--- config.mk ---
export PLATFORM = sky130hd
export DESIGN_NAME = cursor_line_editor_buffer
export DESIGN_NICKNAME = d
export VERILOG_FILES = /design/src/cle_pkg.sv /design/src/cle_stack_ram.sv /design/src/cle_ctrl.sv /design/src/cursor_line_editor_buffer.sv
export SDC_FILE = /design/constraint.sdc
export NUM_CORES = 2
export LEC_CHECK = 0
export BUFFER_PORTS_ARGS = -buffer_cell sky130_fd_sc_hd__buf_2
export CORE_ASPECT_RATIO = 1.75
export CORE_MARGIN = 5
export CORE_UTILIZATION = 38
export DETAILED_ROUTE_END_ITERATION = 6
export PLACE_DENSITY = 0.56
export RECOVER_POWER = 25
export SYNTH_ARGS = -nofsm -noshare
export SYNTH_HDL_FRONTEND = slang
export SYNTH_HIERARCHICAL = 1
export SYNTH_SLANG_ARGS = --single-unit
export TNS_END_PERCENT = 10
--- constraint.sdc ---
create_clock -name clk -period 4.95 [get_ports clk]
set_input_delay 0.99 -clock clk [delete_from_list [all_inputs] [get_ports clk]]
set_output_delay 0.99 -clock clk [all_outputs]
set_load 0.01 [all_outputs]
--- src/cle_pkg.sv ---
`timescale 1ns / 1ps
// ----------------------------------------------------------------------------
// cle_pkg
// Shared types and constants for the cursor line editor buffer.
// ----------------------------------------------------------------------------
package cle_pkg;

  localparam int CAPACITY_DEF = 64;
  localparam int CNT_W        = 7;
  localparam int SYM_W        = 8;
  localparam int OP_W         = 3;
  localparam int ST_W         = 2;

  typedef enum logic [OP_W-1:0] {
    OP_LEFT   = 3'd0,
    OP_RIGHT  = 3'd1,
    OP_INSERT = 3'd2,
    OP_DELETE = 3'd3,
    OP_DUMP   = 3'd4
  } op_t;

  typedef enum logic [ST_W-1:0] {
    ST_DONE    = 2'd0,
    ST_IGNORED = 2'd1,
    ST_FULL    = 2'd2
  } status_t;

  typedef struct packed {
    logic wr_en;
    logic rd_en;
  } ram_ctl_t;

endpackage

--- src/cle_stack_ram.sv ---
`timescale 1ns / 1ps
// ----------------------------------------------------------------------------
// cle_stack_ram
// One stack store: single write port, one registered read port.
// ----------------------------------------------------------------------------
module cle_stack_ram import cle_pkg::*; #(
  parameter int DEPTH = CAPACITY_DEF,
  parameter int AW    = $clog2(DEPTH)
) (
  input  logic             clk,
  input  ram_ctl_t         ctl,
  input  logic [AW-1:0]    wr_addr,
  input  logic [SYM_W-1:0] wr_data,
  input  logic [AW-1:0]    rd_addr,
  output logic [SYM_W-1:0] rd_data
);

  logic [SYM_W-1:0] mem [DEPTH];
  logic [SYM_W-1:0] rd_data_r;

  always_ff @(posedge clk) begin
    if (ctl.wr_en) begin
      mem[wr_addr] <= wr_data;
    end
  end

  // hold read data until the next read
  always_ff @(posedge clk) begin
    if (ctl.rd_en) begin
      rd_data_r <= mem[rd_addr];
    end
  end

  assign rd_data = rd_data_r;

endmodule

--- src/cle_ctrl.sv ---
`timescale 1ns / 1ps
// ----------------------------------------------------------------------------
// cle_ctrl
// Operation sequencer: stack counts, store read/modify/write, dump walk and
// result register.
// ----------------------------------------------------------------------------
module cle_ctrl import cle_pkg::*; #(
  parameter int CAPACITY = CAPACITY_DEF,
  parameter int AW       = $clog2(CAPACITY)
) (
  input  logic             clk,
  input  logic             rst_n,
  input  logic             in_valid,
  output logic             in_stall,
  input  logic [OP_W-1:0]  in_operation,
  input  logic [SYM_W-1:0] in_symbol,
  output logic             out_valid,
  input  logic             out_stall,
  output logic [SYM_W-1:0] out_symbol,
  output logic             out_symbol_valid,
  output logic             out_last,
  output logic [ST_W-1:0]  out_status,
  output logic [CNT_W-1:0] out_text_length,
  output logic [CNT_W-1:0] out_cursor_position,
  output ram_ctl_t         bef_ctl,
  output logic [AW-1:0]    bef_wr_addr,
  output logic [SYM_W-1:0] bef_wr_data,
  output logic [AW-1:0]    bef_rd_addr,
  input  logic [SYM_W-1:0] bef_rd_data,
  output ram_ctl_t         aft_ctl,
  output logic [AW-1:0]    aft_wr_addr,
  output logic [SYM_W-1:0] aft_wr_data,
  output logic [AW-1:0]    aft_rd_addr,
  input  logic [SYM_W-1:0] aft_rd_data
);

  localparam logic [CNT_W-1:0] CAP = CNT_W'(CAPACITY);

  typedef enum logic [3:0] {
    S_IDLE    = 4'b0001,
    S_EXEC    = 4'b0010,
    S_DUMP_RD = 4'b0100,
    S_DUMP_WR = 4'b1000
  } state_t;

  state_t           state_r, state_nxt;
  op_t              op_r;
  logic [SYM_W-1:0] sym_r;
  logic [CNT_W-1:0] bc_r, bc_nxt, ac_r, ac_nxt;
  logic [CNT_W-1:0] k_r, k_nxt;
  logic             sel_after_r, sel_after_nxt;

  logic [SYM_W-1:0] out_symbol_r, out_symbol_nxt;
  logic             out_symbol_valid_r, out_symbol_valid_nxt;
  logic             out_last_r, out_last_nxt;
  status_t          out_status_r, out_status_nxt;
  logic [CNT_W-1:0] out_len_r, out_len_nxt;
  logic [CNT_W-1:0] out_pos_r, out_pos_nxt;
  logic             out_valid_r, out_valid_nxt;

  logic             in_xfer;
  logic             out_free;
  logic [CNT_W-1:0] total;
  logic [CNT_W-1:0] k_inc;
  logic [CNT_W-1:0] aft_dump_idx;
  logic             load;

  // edit decode
  status_t          ed_status;
  logic [CNT_W-1:0] ed_bc, ed_ac;
  logic             ed_bef_we, ed_aft_we;
  logic [SYM_W-1:0] ed_bef_wd;

  assign in_xfer      = in_valid && (state_r == S_IDLE);
  assign in_stall     = (state_r != S_IDLE);
  assign out_free     = !out_valid_r || !out_stall;
  assign total        = bc_r + ac_r;
  assign k_inc        = k_r + CNT_W'(1);
  assign aft_dump_idx = total - k_inc;

  always_comb begin
    ed_status = ST_DONE;
    ed_bc     = bc_r;
    ed_ac     = ac_r;
    ed_bef_we = 1'b0;
    ed_aft_we = 1'b0;
    ed_bef_wd = sym_r;
    case (op_r)
      OP_LEFT: begin
        if (bc_r == '0 || ac_r >= CAP) begin
          ed_status = ST_IGNORED;
        end else begin
          ed_aft_we = 1'b1;
          ed_bc     = bc_r - CNT_W'(1);
          ed_ac     = ac_r + CNT_W'(1);
        end
      end
      OP_RIGHT: begin
        if (ac_r == '0 || bc_r >= CAP) begin
          ed_status = ST_IGNORED;
        end else begin
          ed_bef_we = 1'b1;
          ed_bef_wd = aft_rd_data;
          ed_bc     = bc_r + CNT_W'(1);
          ed_ac     = ac_r - CNT_W'(1);
        end
      end
      OP_INSERT: begin
        if (total >= CAP) begin
          ed_status = ST_FULL;
        end else begin
          ed_bef_we = 1'b1;
          ed_bc     = bc_r + CNT_W'(1);
        end
      end
      OP_DELETE: begin
        if (bc_r == '0) begin
          ed_status = ST_IGNORED;
        end else begin
          ed_bc = bc_r - CNT_W'(1);
        end
      end
      OP_DUMP: ed_status = ST_DONE;
      default: ed_status = ST_IGNORED;
    endcase
  end

  always_comb begin
    state_nxt            = state_r;
    bc_nxt               = bc_r;
    ac_nxt               = ac_r;
    k_nxt                = k_r;
    sel_after_nxt        = sel_after_r;
    load                 = 1'b0;
    out_symbol_nxt       = out_symbol_r;
    out_symbol_valid_nxt = out_symbol_valid_r;
    out_last_nxt         = out_last_r;
    out_status_nxt       = out_status_r;
    out_len_nxt          = out_len_r;
    out_pos_nxt          = out_pos_r;

    bef_ctl      = '0;
    aft_ctl      = '0;
    bef_rd_addr  = bc_r[AW-1:0] - AW'(1);
    aft_rd_addr  = ac_r[AW-1:0] - AW'(1);
    bef_wr_addr  = bc_r[AW-1:0];
    aft_wr_addr  = ac_r[AW-1:0];
    bef_wr_data  = ed_bef_wd;
    aft_wr_data  = bef_rd_data;

    unique case (state_r)
      S_IDLE: begin
        if (in_xfer) begin
          // fetch the character that a move carries across the gap
          bef_ctl.rd_en = (op_t'(in_operation) == OP_LEFT);
          aft_ctl.rd_en = (op_t'(in_operation) == OP_RIGHT);
          state_nxt     = S_EXEC;
        end
      end
      S_EXEC: begin
        if (op_r == OP_DUMP && total != '0) begin
          k_nxt     = '0;
          state_nxt = S_DUMP_RD;
        end else if (out_free) begin
          bef_ctl.wr_en        = ed_bef_we;
          aft_ctl.wr_en        = ed_aft_we;
          bc_nxt               = ed_bc;
          ac_nxt               = ed_ac;
          load                 = 1'b1;
          out_symbol_nxt       = '0;
          out_symbol_valid_nxt = 1'b0;
          out_last_nxt         = 1'b1;
          out_status_nxt       = ed_status;
          out_len_nxt          = ed_bc + ed_ac;
          out_pos_nxt          = ed_bc;
          state_nxt            = S_IDLE;
        end
      end
      S_DUMP_RD: begin
        // left part in order, then right part from its top down
        sel_after_nxt = (k_r >= bc_r);
        bef_rd_addr   = k_r[AW-1:0];
        aft_rd_addr   = aft_dump_idx[AW-1:0];
        bef_ctl.rd_en = (k_r < bc_r);
        aft_ctl.rd_en = (k_r >= bc_r);
        state_nxt     = S_DUMP_WR;
      end
      S_DUMP_WR: begin
        if (out_free) begin
          load                 = 1'b1;
          out_symbol_nxt       = sel_after_r ? aft_rd_data : bef_rd_data;
          out_symbol_valid_nxt = 1'b1;
          out_last_nxt         = (k_inc == total);
          out_status_nxt       = ST_DONE;
          out_len_nxt          = total;
          out_pos_nxt          = bc_r;
          k_nxt                = k_inc;
          state_nxt            = (k_inc == total) ? S_IDLE : S_DUMP_RD;
        end
      end
      default: state_nxt = S_IDLE;
    endcase

    if (load) begin
      out_valid_nxt = 1'b1;
    end else if (!out_stall) begin
      out_valid_nxt = 1'b0;
    end else begin
      out_valid_nxt = out_valid_r;
    end
  end

  always_ff @(posedge clk) begin
    if (!rst_n) begin
      state_r     <= S_IDLE;
      bc_r        <= '0;
      ac_r        <= '0;
      k_r         <= '0;
      sel_after_r <= 1'b0;
      out_valid_r <= 1'b0;
    end else begin
      state_r     <= state_nxt;
      bc_r        <= bc_nxt;
      ac_r        <= ac_nxt;
      k_r         <= k_nxt;
      sel_after_r <= sel_after_nxt;
      out_valid_r <= out_valid_nxt;
    end
  end

  always_ff @(posedge clk) begin
    if (in_xfer) begin
      op_r  <= op_t'(in_operation);
      sym_r <= in_symbol;
    end
    out_symbol_r       <= out_symbol_nxt;
    out_symbol_valid_r <= out_symbol_valid_nxt;
    out_last_r         <= out_last_nxt;
    out_status_r       <= out_status_nxt;
    out_len_r          <= out_len_nxt;
    out_pos_r          <= out_pos_nxt;
  end

  assign out_valid           = out_valid_r;
  assign out_symbol          = out_symbol_r;
  assign out_symbol_valid    = out_symbol_valid_r;
  assign out_last            = out_last_r;
  assign out_status          = out_status_r;
  assign out_text_length     = out_len_r;
  assign out_cursor_position = out_pos_r;

endmodule

--- src/cursor_line_editor_buffer.sv ---
`timescale 1ns / 1ps
// An edit result is registered from S_EXEC, after its input transfer, once the output is free.
// The input stalls until the edit is done (one store read, then write-back).
// A dump yields its characters one at a time, each from one registered store read
// in S_DUMP_RD that is then registered for output in S_DUMP_WR.
// Reset clears FSM state, stack counts and out_valid; stores need no clearing.
// ----------------------------------------------------------------------------
// cursor_line_editor_buffer
// Line editor with a cursor, held as a gap buffer of two stacks in RAM.
// ----------------------------------------------------------------------------
module cursor_line_editor_buffer import cle_pkg::*; #(
  parameter int CAPACITY = CAPACITY_DEF
) (
  input  logic             clk,
  input  logic             rst_n,
  input  logic             in_valid,
  output logic             in_stall,
  input  logic [OP_W-1:0]  in_operation,
  input  logic [SYM_W-1:0] in_symbol,
  output logic             out_valid,
  input  logic             out_stall,
  output logic [SYM_W-1:0] out_symbol,
  output logic             out_symbol_valid,
  output logic             out_last,
  output logic [ST_W-1:0]  out_status,
  output logic [CNT_W-1:0] out_text_length,
  output logic [CNT_W-1:0] out_cursor_position
);

  localparam int AW = $clog2(CAPACITY);

  ram_ctl_t         bef_ctl, aft_ctl;
  logic [AW-1:0]    bef_wr_addr, bef_rd_addr, aft_wr_addr, aft_rd_addr;
  logic [SYM_W-1:0] bef_wr_data, bef_rd_data, aft_wr_data, aft_rd_data;

  cle_stack_ram #(.DEPTH(CAPACITY), .AW(AW)) u_bef_ram (
    .clk     (clk),
    .ctl     (bef_ctl),
    .wr_addr (bef_wr_addr),
    .wr_data (bef_wr_data),
    .rd_addr (bef_rd_addr),
    .rd_data (bef_rd_data)
  );

  cle_stack_ram #(.DEPTH(CAPACITY), .AW(AW)) u_aft_ram (
    .clk     (clk),
    .ctl     (aft_ctl),
    .wr_addr (aft_wr_addr),
    .wr_data (aft_wr_data),
    .rd_addr (aft_rd_addr),
    .rd_data (aft_rd_data)
  );

  cle_ctrl #(.CAPACITY(CAPACITY), .AW(AW)) u_ctrl (
    .clk                 (clk),
    .rst_n               (rst_n),
    .in_valid            (in_valid),
    .in_stall            (in_stall),
    .in_operation        (in_operation),
    .in_symbol           (in_symbol),
    .out_valid           (out_valid),
    .out_stall           (out_stall),
    .out_symbol          (out_symbol),
    .out_symbol_valid    (out_symbol_valid),
    .out_last            (out_last),
    .out_status          (out_status),
    .out_text_length     (out_text_length),
    .out_cursor_position (out_cursor_position),
    .bef_ctl             (bef_ctl),
    .bef_wr_addr         (bef_wr_addr),
    .bef_wr_data         (bef_wr_data),
    .bef_rd_addr         (bef_rd_addr),
    .bef_rd_data         (bef_rd_data),
    .aft_ctl             (aft_ctl),
    .aft_wr_addr         (aft_wr_addr),
    .aft_wr_data         (aft_wr_data),
    .aft_rd_addr         (aft_rd_addr),
    .aft_rd_data         (aft_rd_data)
  );

endmodule

==> impl_metrics.env <==
export IMPL_arrival_ps=4980
export IMPL_dr_pass1_iters=5
export IMPL_critical_path_required_ps=5360
export IMPL_fin_tns_setup_ps=0
export IMPL_num_vias=23940
export IMPL_yosys_warnings=6
export IMPL_ios=43
export IMPL_syn2layout_area_growth_pct=14.53
export IMPL_cts_resized=0
export IMPL_track_usage_pct=18.77
export IMPL_synth_avg_cell_area_sq_um=18.41
export IMPL_core_sq_um=118500
export IMPL_grt_setup_unrepaired="false"
export IMPL_cts_root_buf="clkbuf_16"
export IMPL_grt_antenna_before_repair=5
export IMPL_ys_types=74
export IMPL_antenna_left=0
export IMPL_maxSlewViolCount=466
export IMPL_status="complete, but fails checks"
export IMPL_p_leak_nw=17.24
export IMPL_start_util_pct=38.31
export IMPL_synth_edf_count=1077
export IMPL_hold_ws_ps=488.4
export IMPL_finalNonFillerCells=4311
export IMPL_drtIter0Drc=2149
export IMPL_maxCapViolations=8
export IMPL_min_path_cells=1
export IMPL_grt_pass1_wl_um=175200
export IMPL_switching_power_mw=4.015
export IMPL_rows=167
export IMPL_die_area_sq_um=126700
export IMPL_seq_area_frac_synth_pct=72.45
export IMPL_syn_area_sq_um=45380
export IMPL_place_inst=4123
export IMPL_hold_viol=0
export IMPL_pre_cts_ws_ps=437.3
export IMPL_drc=0
export IMPL_drive_gt1_share_pct=26.14
export IMPL_p_comb_share_pct=4.1
export IMPL_holdCritStartpoint="in_operation[1]"
export IMPL_powerDensity_nw_per_um2=367.9
export IMPL_period_share_pct=92.36
export IMPL_whs_endpoint="u_ctrl/op_r[1]"
export IMPL_viasPerCell=5.553
export IMPL_grt_pass1_vias=25590
export IMPL_reg2reg_slack_ps=380
export IMPL_cts_max_path_buffers=3
export IMPL_internal_power_mw=15.11
export IMPL_final_nets=2753
export IMPL_layout_setup_ws_ps=378.0
export IMPL_finClkSkew_ps=36.30
export IMPL_die_y_um=467.2
export IMPL_cts_clk_slew_worst_paths_ps=60
export IMPL_rr_startpoint="u_ctrl/ac_r[0]"
export IMPL_tightest_slew_ps=3434
export IMPL_sw_frac_of_total_pct=20.99
export IMPL_overflow=0
export IMPL_grt_max_degree=69
export IMPL_ys_async_sr_fraction_pct=0
export IMPL_synth_cells=2465
export IMPL_r2r_end="u_ctrl/out_text_length[6]"
export IMPL_p_clk_share_pct=42.0
export IMPL_ctsHoldBuffers=0
export IMPL_cts_max_level=3
export IMPL_violations="capacitance limit, slew limit"
export IMPL_dieWidth_um=271.2
export IMPL_route_detailed_wl_per_inst_um=27.74
export IMPL_clkLatencyLatePin_ps=720
export IMPL_worstSetupEndpointType="register"
export IMPL_crit_type="register to register"
export IMPL_cts_buffers=101
export IMPL_ys_ff_latch=1104
export IMPL_worst_setup_path_start_kind="register"
export IMPL_ir_drop_mv=0.3682
export IMPL_gp_congestion=0.9258
export IMPL_period_minus_slack_ps=4572
export IMPL_min_path_type="input port to register"
export IMPL_buffer_ports_inserted=42
export IMPL_cts_num_sinks=1104
export IMPL_postCtsSetupBuffers=0
export IMPL_cts_tree="built"
export IMPL_crit_path_max_fanout=13
export IMPL_r2r_cells=17
export IMPL_pwr_share_seq_pct=53.9
export IMPL_dp_hpwl_um=83130
export IMPL_setup_viol=0
export IMPL_slew_headroom_pct=-128.9
export IMPL_syn_nets=2513
export IMPL_clock_fmax_ghz=0.2187
export IMPL_ys_flop_type="edfxtp_1"
export IMPL_totalWireLength_um=119600
-- cell usage after synthesis (all sizes together) (12+ instances only) --
| master | instances | area, sq um |
|---|---|---|
| dfxtp | 27 | 540.5 |
| mux2i | 58 | 580.6 |
| edfxtp | 1077 | 32340 |
| nor3 | 34 | 170.2 |
| nor2 | 233 | 874.6 |
| o221ai | 17 | 148.9 |
| o21ai | 49 | 245.2 |
| o22ai | 18 | 112.6 |
| inv | 30 | 112.6 |
| xnor2 | 21 | 183.9 |
| clkbuf | 52 | 195.2 |
| nor2b | 33 | 206.5 |
| a221oi | 15 | 137.6 |
| buf | 95 | 711.9 |
| a211oi | 14 | 115.1 |
| nand3 | 45 | 225.2 |
| mux2 | 26 | 292.8 |
| ha | 30 | 375.4 |
| nand2 | 108 | 405.4 |
| xor2 | 12 | 105.1 |
| a21oi | 43 | 226.5 |
| mux4 | 252 | 5675 |
| nand2b | 20 | 125.1 |
-- worst max-delay path by stage --
| stage | from | end | slack (ps) |
|---|---|---|---|
| floorplan | u_ctrl/bc_r[0] | u_aft_ram/mem[62][0] | 690 |
| global placement | u_ctrl/bc_r[0] | u_ctrl/out_text_length[6] | 380 |
| detailed placement | u_ctrl/bc_r[0] | u_ctrl/out_text_length[6] | 440 |
| CTS | u_ctrl/bc_r[0] | u_ctrl/out_text_length[6] | 420 |
| global route | u_ctrl/ac_r[1] | u_ctrl/out_text_length[6] | 40 |
| finish | u_ctrl/ac_r[0] | u_ctrl/out_text_length[6] | 380 |
-- cell usage in the layout (no fill, tap or decap), drive strengths merged, types with 6 or more instances in the layout --
| master | synthesis | final |
|---|---|---|
| o2bb2ai | 6 | 6 |
| bufinv | 0 | 14 |
| and2 | 6 | 6 |
| a22oi | 10 | 10 |
| mux4 | 252 | 252 |
| clkinv | 1 | 44 |
| nand3b | 10 | 10 |
| nor2b | 33 | 33 |
| clkbuf | 52 | 145 |
| nand4 | 7 | 7 |
| nor3 | 34 | 34 |
| xor2 | 12 | 12 |
| clkinvlp | 0 | 7 |
| o2111ai | 6 | 6 |
| mux2 | 26 | 26 |
| a31oi | 8 | 8 |
| a2111oi | 6 | 6 |
| o22ai | 18 | 18 |
| edfxtp | 1077 | 1077 |
| o21a | 6 | 6 |
| nand2 | 108 | 108 |
| ha | 30 | 30 |
| nand2b | 20 | 20 |
| nor4 | 10 | 10 |
| nor2 | 233 | 233 |
| inv | 30 | 34 |
| nor3b | 6 | 6 |
| mux2i | 58 | 58 |
| nand3 | 45 | 45 |
| xnor2 | 21 | 21 |
| a21oi | 43 | 43 |
| o21ai | 49 | 49 |
| a211oi | 14 | 14 |
| a221oi | 15 | 15 |
| dfxtp | 27 | 27 |
| o221ai | 17 | 17 |
| a21o | 8 | 8 |
| buf | 95 | 258 |
-- per-layer routing --
layer / routed length (um) / GRT usage, % / vias to the layer above
met1: 41300 / 20.20 / 12610
met3: 5041 / 2.474 / 231
li1: - / - / 10430
met2: 67250 / 36.26 / 669
met4: 5961 / 8.629 / 4
met5: 25 / 0 / -
-- final cells by class --
cell class | instances | area, sq um
fillers | 10170 | 66500
well taps | 1521 | 1903
multi-input cells | 1183 | 11610
diodes | 1 | 2.502
repair buffers | 284 | 2074
clock inverters | 68 | 730.7
inverters | 31 | 116.4
clock buffers | 119 | 2658
flip-flops and latches | 1104 | 32880
-- sequential cells by signal (all words and copies together), names as in the netlist --
register / cells
u_aft_ram/mem: 512
u_aft_ram/rd_data: 8
u_bef_ram/mem: 512
u_bef_ram/rd_data: 8
u_ctrl/ac_r: 7
u_ctrl/bc_r: 7
u_ctrl/k_r: 7
u_ctrl/op_r: 3
u_ctrl/out_cursor_position: 7
u_ctrl/out_last: 1
u_ctrl/out_status: 2
u_ctrl/out_symbol: 8
u_ctrl/out_symbol_valid: 1
u_ctrl/out_text_length: 7
u_ctrl/out_valid: 1
u_ctrl/sel_after_r: 1
u_ctrl/state_r: 4
u_ctrl/sym_r: 8
-- through the flow --
stage	power, mW	util, %	cell area, sq um
finish	19.13	43.87	51980
global route	19.75	43.87	51980
CTS	19.29	43.92	52030
detailed placement	11.30	41.06	48640
global placement	11.28	41.06	48640
floorplan	10.96	-	45380
-- logic make-up (layout without fill, tap and decap cells) --
family          after synthesis  count (layout)  share of synthesized area (%)
compound gates              246             246                          3.816
simple gates                534             534                          5.404
buf+inv                     178             502                          2.255
flops                      1104            1104                          72.45
xor+xnor                     34              34                         0.6865
mux                         336             336                          14.43
other cells                   0               1                              0
fa+ha+maj                    33              33                         0.9594
-- power by group through the flow --
stage / clock [mW] / sequential, mW / combinational, mW
floorplan: 0 / 10.5 / 0.466
global placement: 0 / 10.5 / 0.782
detailed placement: 0 / 10.5 / 0.799
CTS: 8.19 / 10.3 / 0.802
global route: 8.61 / 10.3 / 0.844
finish: 8.03 / 10.3 / 0.788
-- worst max-delay path, cell delays in order (launching register included) --
cell,delay (ps)
dfxtp_1,320
buf_4,180
inv_1,160
ha_1,230
nor3b_2,470
a21oi_1,220
a22oi_1,390
nor3_1,140
o21ai_0,630
inv_1,150
fa_1,500
nor2b_1,160
nor3_1,80
o21bai_1,150
a21oi_1,100
xnor2_1,170
xnor2_1,140
a21oi_1,100
Note: power is estimated with default switching activity, not from simulation.
